<file path="src/rtl/core/mfru_pkg.sv">
// Shared types and constants for the marker frame receiver and unpacker.
`timescale 1ns / 1ps

package mfru_pkg;

   localparam logic [7:0]  START_BYTE       = 8'hAA;
   localparam logic [7:0]  END_BYTE         = 8'h55;
   localparam int          BODY_LEN         = 13;
   localparam int          COUNT_W          = $clog2(BODY_LEN + 1);
   localparam int          TICK_W           = 24;
   localparam logic [23:0] TICK_MAX         = 24'hFFFFFF;
   localparam logic [23:0] TIMEOUT_RESET    = 24'd1000;
   localparam int          CSR_DATA_W       = 24;
   localparam int          CSR_INDEX_W      = 2;
   localparam int          QUEUE_DEPTH_DEF  = 2;

   localparam logic [CSR_INDEX_W-1:0] CSR_TIMEOUT = 2'd0;
   localparam logic [CSR_INDEX_W-1:0] CSR_BIAS_X  = 2'd1;
   localparam logic [CSR_INDEX_W-1:0] CSR_BIAS_Y  = 2'd2;

   localparam logic OP_BYTE = 1'b0;
   localparam logic OP_TICK = 1'b1;

   typedef enum logic [1:0] {
      STATUS_VALID   = 2'd0,
      STATUS_BAD_END = 2'd1,
      STATUS_TIMEOUT = 2'd2
   } status_type;

   // one finished frame or error event, frame byte 1 at index 0
   typedef struct packed {
      status_type                   status;
      logic [BODY_LEN-1:0][7:0]     body;
   } event_type;

endpackage

</file>
<file path="src/rtl/core/mfru_front.sv">
// Front end: hunts for the start byte, collects the frame body and tracks ticks.
`timescale 1ns / 1ps

module mfru_front (
   input  logic                       clock,
   input  logic                       reset,
   input  logic                       accept,
   input  logic                       op,
   input  logic [7:0]                 rx_byte,
   input  logic [mfru_pkg::TICK_W-1:0] timeout_ticks,
   output logic                       event_push,
   output mfru_pkg::event_type        event_data
);
   import mfru_pkg::*;

   logic                          collecting_ff, collecting_in;
   logic [COUNT_W-1:0]            count_ff, count_in;
   logic [TICK_W-1:0]             ticks_ff, ticks_in;
   logic [BODY_LEN-1:0][7:0]      body_ff, body_in;
   logic [TICK_W-1:0]             ticks_inc;

   assign ticks_inc = (ticks_ff == TICK_MAX) ? TICK_MAX : ticks_ff + TICK_W'(1);

   always_comb begin
      collecting_in     = collecting_ff;
      count_in          = count_ff;
      ticks_in          = ticks_ff;
      body_in           = body_ff;
      event_push        = 1'b0;
      event_data.status = STATUS_VALID;
      event_data.body   = body_ff;
      if (accept) begin
         if (op == OP_TICK) begin
            ticks_in = ticks_inc;
            if (ticks_inc > timeout_ticks) begin
               event_push        = 1'b1;
               event_data.status = STATUS_TIMEOUT;
               collecting_in     = 1'b0;
               count_in          = '0;
               ticks_in          = '0;
            end
         end else if (!collecting_ff) begin
            if (rx_byte == START_BYTE) begin
               collecting_in = 1'b1;
               count_in      = '0;
               ticks_in      = '0;
            end
         end else if (count_ff < COUNT_W'(BODY_LEN)) begin
            // oldest byte shifts toward index 0
            body_in  = {rx_byte, body_ff[BODY_LEN-1:1]};
            count_in = count_ff + COUNT_W'(1);
         end else begin
            event_push        = 1'b1;
            event_data.status = (rx_byte == END_BYTE) ? STATUS_VALID : STATUS_BAD_END;
            collecting_in     = 1'b0;
            count_in          = '0;
            ticks_in          = '0;
         end
      end
   end

   always_ff @(posedge clock) begin
      if (reset) begin
         collecting_ff <= 1'b0;
         count_ff      <= '0;
         ticks_ff      <= '0;
      end else begin
         collecting_ff <= collecting_in;
         count_ff      <= count_in;
         ticks_ff      <= ticks_in;
      end
   end

   always_ff @(posedge clock) begin
      body_ff <= body_in;
   end

endmodule

</file>
<file path="src/rtl/core/mfru_queue.sv">
// Short queue of frame events between the front end and the unpacker.
`timescale 1ns / 1ps

module mfru_queue #(
   parameter int QUEUE_DEPTH = mfru_pkg::QUEUE_DEPTH_DEF
) (
   input  logic                 clock,
   input  logic                 reset,
   input  logic                 push,
   input  mfru_pkg::event_type  push_data,
   output logic                 full,
   input  logic                 pop,
   output logic                 empty,
   output mfru_pkg::event_type  pop_data
);
   import mfru_pkg::*;

   localparam int PTR_W = (QUEUE_DEPTH > 1) ? $clog2(QUEUE_DEPTH) : 1;
   localparam int CNT_W = $clog2(QUEUE_DEPTH + 1);

   event_type            entry_ff [QUEUE_DEPTH];
   logic [PTR_W-1:0]     wr_ptr_ff, wr_ptr_in;
   logic [PTR_W-1:0]     rd_ptr_ff, rd_ptr_in;
   logic [CNT_W-1:0]     count_ff, count_in;
   logic                 do_push, do_pop;

   assign full     = (count_ff == CNT_W'(QUEUE_DEPTH));
   assign empty    = (count_ff == '0);
   assign do_push  = push && !full;
   assign do_pop   = pop && !empty;
   assign pop_data = entry_ff[rd_ptr_ff];

   always_comb begin
      wr_ptr_in = wr_ptr_ff;
      rd_ptr_in = rd_ptr_ff;
      count_in  = count_ff;
      if (do_push) begin
         wr_ptr_in = (wr_ptr_ff == PTR_W'(QUEUE_DEPTH - 1)) ? '0 : wr_ptr_ff + PTR_W'(1);
      end
      if (do_pop) begin
         rd_ptr_in = (rd_ptr_ff == PTR_W'(QUEUE_DEPTH - 1)) ? '0 : rd_ptr_ff + PTR_W'(1);
      end
      if (do_push && !do_pop) begin
         count_in = count_ff + CNT_W'(1);
      end else if (do_pop && !do_push) begin
         count_in = count_ff - CNT_W'(1);
      end
   end

   always_ff @(posedge clock) begin
      if (reset) begin
         wr_ptr_ff <= '0;
         rd_ptr_ff <= '0;
         count_ff  <= '0;
      end else begin
         wr_ptr_ff <= wr_ptr_in;
         rd_ptr_ff <= rd_ptr_in;
         count_ff  <= count_in;
      end
   end

   always_ff @(posedge clock) begin
      if (do_push) begin
         entry_ff[wr_ptr_ff] <= push_data;
      end
   end

endmodule

</file>
<file path="src/rtl/core/mfru_back.sv">
// Back end: unpacks frame events into result words and holds the output register.
`timescale 1ns / 1ps

module mfru_back (
   input  logic                 clock,
   input  logic                 reset,
   input  logic                 queue_empty,
   input  mfru_pkg::event_type  queue_data,
   output logic                 queue_pop,
   input  logic signed [15:0]   bias_x,
   input  logic signed [15:0]   bias_y,
   input  logic                 rsp_pop,
   output logic                 rsp_empty,
   output logic [1:0]           rsp_status,
   output logic [15:0]          rsp_voltage_word,
   output logic [15:0]          rsp_current_word,
   output logic [15:0]          rsp_pressure_word,
   output logic [15:0]          rsp_speed_word,
   output logic signed [15:0]   rsp_accel_x_value,
   output logic signed [15:0]   rsp_accel_y_value,
   output logic [7:0]           rsp_relay_status
);
   import mfru_pkg::*;

   logic                 valid_ff, valid_in;
   logic [1:0]           status_ff, status_in;
   logic [15:0]          voltage_ff, voltage_in;
   logic [15:0]          current_ff, current_in;
   logic [15:0]          pressure_ff, pressure_in;
   logic [15:0]          speed_ff, speed_in;
   logic [15:0]          accel_x_ff, accel_x_in;
   logic [15:0]          accel_y_ff, accel_y_in;
   logic [7:0]           relay_ff, relay_in;
   logic                 load;
   logic                 good;

   assign load      = !queue_empty && (!valid_ff || rsp_pop);
   assign queue_pop = load;
   assign good      = (queue_data.status == STATUS_VALID);

   always_comb begin
      valid_in    = valid_ff;
      if (load) begin
         valid_in = 1'b1;
      end else if (rsp_pop) begin
         valid_in = 1'b0;
      end
      status_in   = queue_data.status;
      voltage_in  = good ? {queue_data.body[0],  queue_data.body[1]}  : '0;
      current_in  = good ? {queue_data.body[2],  queue_data.body[3]}  : '0;
      pressure_in = good ? {queue_data.body[4],  queue_data.body[5]}  : '0;
      speed_in    = good ? {queue_data.body[6],  queue_data.body[7]}  : '0;
      accel_x_in  = good ? {queue_data.body[8],  queue_data.body[9]}  - bias_x : '0;
      accel_y_in  = good ? {queue_data.body[10], queue_data.body[11]} - bias_y : '0;
      relay_in    = good ? queue_data.body[12] : '0;
   end

   always_ff @(posedge clock) begin
      if (reset) begin
         valid_ff <= 1'b0;
      end else begin
         valid_ff <= valid_in;
      end
   end

   always_ff @(posedge clock) begin
      if (load) begin
         status_ff   <= status_in;
         voltage_ff  <= voltage_in;
         current_ff  <= current_in;
         pressure_ff <= pressure_in;
         speed_ff    <= speed_in;
         accel_x_ff  <= accel_x_in;
         accel_y_ff  <= accel_y_in;
         relay_ff    <= relay_in;
      end
   end

   assign rsp_empty         = !valid_ff;
   assign rsp_status        = status_ff;
   assign rsp_voltage_word  = voltage_ff;
   assign rsp_current_word  = current_ff;
   assign rsp_pressure_word = pressure_ff;
   assign rsp_speed_word    = speed_ff;
   assign rsp_accel_x_value = accel_x_ff;
   assign rsp_accel_y_value = accel_y_ff;
   assign rsp_relay_status  = relay_ff;

endmodule

</file>
<file path="src/rtl/core/marker_frame_receiver_unpacker_core.sv">
// Top level of the marker frame receiver and unpacker.
`timescale 1ns / 1ps

// Takes one request per cycle while req_full is low, either a received byte
// or a time tick, and yields a result for each finished frame (valid or bad
// end marker) or timeout. The front end classifies each request in the cycle
// it is taken; an event is written into a QUEUE_DEPTH-entry queue and then
// loaded into the output register once that register is empty or popped.
// The front end only stalls (req_full) while the event queue is full, which
// happens only when results are not popped. csr registers: 0 timeout in
// ticks, 1 and 2 the X and Y acceleration offsets; write them while idle.

module marker_frame_receiver_unpacker_core #(
   parameter int QUEUE_DEPTH = mfru_pkg::QUEUE_DEPTH_DEF
) (
   input  logic                              clock,
   input  logic                              reset,
   input  logic                              req_push,
   output logic                              req_full,
   input  logic                              req_op,
   input  logic [7:0]                        req_rx_byte,
   output logic                              rsp_empty,
   input  logic                              rsp_pop,
   output logic [1:0]                        rsp_status,
   output logic [15:0]                       rsp_voltage_word,
   output logic [15:0]                       rsp_current_word,
   output logic [15:0]                       rsp_pressure_word,
   output logic [15:0]                       rsp_speed_word,
   output logic signed [15:0]                rsp_accel_x_value,
   output logic signed [15:0]                rsp_accel_y_value,
   output logic [7:0]                        rsp_relay_status,
   input  logic                              csr_write,
   input  logic [mfru_pkg::CSR_INDEX_W-1:0]  csr_index,
   input  logic [mfru_pkg::CSR_DATA_W-1:0]   csr_wdata
);
   import mfru_pkg::*;

   logic [TICK_W-1:0]    timeout_ff;
   logic signed [15:0]   bias_x_ff;
   logic signed [15:0]   bias_y_ff;
   logic                 accept;
   logic                 event_push;
   event_type            event_data;
   logic                 queue_full;
   logic                 queue_empty;
   logic                 queue_pop;
   event_type            queue_data;

   always_ff @(posedge clock) begin
      if (reset) begin
         timeout_ff <= TIMEOUT_RESET;
         bias_x_ff  <= '0;
         bias_y_ff  <= '0;
      end else if (csr_write) begin
         case (csr_index)
            CSR_TIMEOUT: timeout_ff <= csr_wdata[TICK_W-1:0];
            CSR_BIAS_X:  bias_x_ff  <= csr_wdata[15:0];
            CSR_BIAS_Y:  bias_y_ff  <= csr_wdata[15:0];
            default: ;
         endcase
      end
   end

   assign req_full = queue_full;
   assign accept   = req_push && !queue_full;

   mfru_front u_front (
      .clock         (clock),
      .reset         (reset),
      .accept        (accept),
      .op            (req_op),
      .rx_byte       (req_rx_byte),
      .timeout_ticks (timeout_ff),
      .event_push    (event_push),
      .event_data    (event_data)
   );

   mfru_queue #(
      .QUEUE_DEPTH (QUEUE_DEPTH)
   ) u_queue (
      .clock     (clock),
      .reset     (reset),
      .push      (event_push),
      .push_data (event_data),
      .full      (queue_full),
      .pop       (queue_pop),
      .empty     (queue_empty),
      .pop_data  (queue_data)
   );

   mfru_back u_back (
      .clock             (clock),
      .reset             (reset),
      .queue_empty       (queue_empty),
      .queue_data        (queue_data),
      .queue_pop         (queue_pop),
      .bias_x            (bias_x_ff),
      .bias_y            (bias_y_ff),
      .rsp_pop           (rsp_pop),
      .rsp_empty         (rsp_empty),
      .rsp_status        (rsp_status),
      .rsp_voltage_word  (rsp_voltage_word),
      .rsp_current_word  (rsp_current_word),
      .rsp_pressure_word (rsp_pressure_word),
      .rsp_speed_word    (rsp_speed_word),
      .rsp_accel_x_value (rsp_accel_x_value),
      .rsp_accel_y_value (rsp_accel_y_value),
      .rsp_relay_status  (rsp_relay_status)
   );

endmodule
</file>
<file path="config.mk">
export PLATFORM = sky130hd
export DESIGN_NAME = marker_frame_receiver_unpacker_core
export DESIGN_NICKNAME = d
export VERILOG_FILES = /design/src/rtl/core/mfru_pkg.sv /design/src/rtl/core/mfru_front.sv /design/src/rtl/core/mfru_queue.sv /design/src/rtl/core/mfru_back.sv /design/src/rtl/core/marker_frame_receiver_unpacker_core.sv
export SDC_FILE = /design/constraint.sdc
export NUM_CORES = 1
export LEC_CHECK = 0
export BUFFER_PORTS_ARGS = -buffer_cell sky130_fd_sc_hd__buf_2
export CAP_MARGIN = 20
export CORE_ASPECT_RATIO = 0.7
export CORE_MARGIN = 3
export CORE_UTILIZATION = 40
export CTS_CLUSTER_DIAMETER = 60
export CTS_CLUSTER_SIZE = 25
export DETAILED_ROUTE_END_ITERATION = 8
export HOLD_SLACK_MARGIN = 0.02
export PLACE_DENSITY = 0.68
export SYNTH_ARGS = -nofsm -noshare
export SYNTH_HDL_FRONTEND = slang
export SYNTH_SLANG_ARGS = --single-unit
</file>
<file path="constraint.sdc">
create_clock -name clock -period 19.95 [get_ports clock]
set_input_delay 1.995 -clock clock [delete_from_list [all_inputs] [get_ports clock]]
set_output_delay 1.995 -clock clock [all_outputs]
set_load 0.02 [all_outputs]
</file>
==> impl_results.md <==
- Setup Skew: 27.63 ps
- Antenna diodes: 0
- 1st-pass router iterations: 5
- CTS Hold Bufs: 0
- Syn Area/Cell: 14.14 µm²
- Type of the most critical hold path: reg2reg
- Dpl cells: 2208
- Post-CTS Setup Inserts: 0
- Leakage: 7.819 nW
- Total Wirelength: 42.74 mm
- Fill cells: 4352
- Fin crit share: 28.52%
- Via density: 5.186
- Slew Limit Fails: 0
- Worst Setup Slack, final: 14260 ps
- Overflow after GRT: 0
- Largest net degree at the start of global routing: 73
- Share of cells above drive strength 1: 16.64%
- GR Util All Layers: 15.65%
- Clk pin slew, worst setup/hold paths: 90 ps
- Syn. warnings: 0
- Startpoint types: register
- Relative slew slack: 34.17%
- Die area: 53660 µm²
- # setup viols final: 0
- Initial Util: 40.88%
- Die X-Extent: 275.6 µm
- Outcome: finished, final reports clean
- Clk sinks: 513
- Final TNS setup: 0 ps
- Synth top area cells: edfxtp_1, dfxtp_1, mux2i_1, ha_1, nand2_1
- Root buf cell: clkbuf_16
- Power density over the cells: 83.56 nW/µm²
- NumNets Final: 1677
- Ys flop type: edfxtp_1
- Worst endpoint data arrival time: 5920 ps
- Final weighted congestion in routability-driven placement: 0.8255
- Worst-path maximum fanout: 58
- Most frequent cells in the layout: edfxtp_1, buf_2, nand2_1
- EDFF count, synth: 422
- Fin. Hold Viols: 0
- Vias in the first global route: 11170
- WHS: 454.7 ps
- H-tree Lvls: 1
- WS Path Type: reg2reg
- Cell area after synthesis: 20350 µm²
- Num CTS Buffers: 31
- Post-Syn Instances: 1439
- Maximum VDD drop: 0.06560 mV
- Initial drt markers: 971
- Post-synth cell types: 58
- FFs w/ async S/R, synth: 0%
- Top-area cell type share of the netlist area: 62.28%
- Number of I/O pins: 148
- Hpwl dp: 28.40 mm
- Fin crit period: 5691 ps
- RSZ-0062 raised after global routing: no
- Number of routed nets with antenna violations: 0
- CTS Buffer Depth: 3
- Resized Gates After CTS: 0
- CTS tree: done
- Post-synth net total: 1539
- Commonest non-fill, non-tap cell in the layout: edfxtp_1
- Max Fclk: 0.1757 GHz
- Antenna violations before repair: 1
- Worst skew pair latency: 610 ps
- Placeable Area: 49770 µm²
- Critical path endpoint category: register
- DR vias: 11740
- Post-synthesis sequential area ratio: 71.23%
- Core Rows: 68
- Flops & latches, synth: 513
- Least-Margin Pin Slew: 987.4 ps
- I/O Buffers: 147
- First-pass GRT wire length: 65.61 mm
- Wire per inst: 18.88 µm
- Max Cap Viol: 0
- Post-placement setup slack: 14280 ps
- Required time worst endpoint: 20170 ps
- Syn-to-layout area delta: 12.53%
- Largest area contributor in the synthesized netlist: edfxtp_1
- DR DRC count: 0
- Non-Filler Instances: 2264
- Die Y: 194.7 µm
critical path, stage by stage (launching register included):
cell and delay [ps]:
dfxtp_1 410, and3_1 320, and2_1 320, nand2_1 220
nor4_1 240, mux2_2 380, ha_1 310, nand4_1 180
nor4_1 650, o31a_1 290, o21ai_0 300, a21oi_4 240
buf_4 600, buf_4 760
cell type report:
type | instances | area (µm²) | area share (%)
Timing Repair Buffer | 160 | 840.8 | 3.672
Tap cell | 665 | 832.0 | 3.634
Inverter | 69 | 261.5 | 1.142
Multi-Input combinational cell | 802 | 5401 | 23.59
Sequential cell | 513 | 14500 | 63.32
Clock buffer | 35 | 790.8 | 3.454
Clock inverter | 20 | 272.8 | 1.191
metrics by stage:
stage | util, % | instance area, µm² | power (W)
finish | 46.00 | 22900 | 0.001913
global route | 46.00 | 22900 | 0.001977
CTS | 45.97 | 22880 | 0.001932
detailed placement | 43.84 | 21820 | 0.001229
global placement | 43.84 | 21820 | 0.001227
floorplan | - | 20350 | 0.001210
flip-flops by register name, indices dropped and copies added (netlist names), 4 cells and up, named ones only:
name,cells
u_queue.entry_ff,212
u_front.event_data,104
timeout_ff,24
u_front.ticks_ff,24
bias_x_ff,16
bias_y_ff,16
u_back.rsp_accel_x_value,16
u_back.rsp_accel_y_value,16
u_back.rsp_current_word,16
u_back.rsp_pressure_word,16
u_back.rsp_speed_word,16
u_back.rsp_voltage_word,16
u_back.rsp_relay_status,8
u_front.count_ff,4
where the power goes:
part	internal, W	switching, W
sequential	0.00115	0.00000476
clock	0.000332	0.000376
combinational	0.0000170	0.0000316
cells by family after synthesis:
logic type	count (synthesis)	synth area share, %
DFF	513	71.23
and+or+nand+nor	398	9.070
adders and majority gates	60	3.763
buffers and inverters	124	2.423
muxes	114	5.792
AOI/OAI and AO/OA	201	6.475
xor gates and xnor gates	29	1.248
Yosys cell counts (12+ instances only):
master    number
mux2_2        30
nand2_1      143
nor2_1       120
inv_1         69
dfxtp_1       91
xnor2_1       13
o21ai_0       19
nand3_1       28
edfxtp_1     422
nor3_1        18
clkbuf_1      44
a31oi_1       12
a21oi_1       88
a32o_1        24
ha_1          58
xor2_1        16
nand4_1       15
mux2i_1       84
metal layers:
| metal | vias to the layer above | GRT usage (%) | wire, µm |
|---|---|---|---|
| met2 | 301 | 23.92 | 19240 |
| met4 | 0 | 2.462 | 582 |
| li1 | 5565 | - | - |
| met1 | 5835 | 24.18 | 20760 |
| met5 | - | 0 | 0 |
| met3 | 40 | 2.160 | 2153 |
path summary, 6_finish.rpt:
kind	cells past startpoint	to	slack (ps)	startpoint
worst max-delay path	13	u_queue.entry_ff[0][2]$_DFFE_PP_	14260	u_front.ticks_ff[4]$_SDFFE_PP0P_
worst min-delay path	0	u_queue.entry_ff[0][2]$_DFFE_PP_	450	u_front.event_data[2]$_DFFE_PP_
worst max register to register	13	u_queue.entry_ff[0][2]$_DFFE_PP_	14260	u_front.ticks_ff[4]$_SDFFE_PP0P_
worst min register to register	0	u_queue.entry_ff[0][2]$_DFFE_PP_	450	u_front.event_data[2]$_DFFE_PP_
Power figures use the tool's default switching activity.
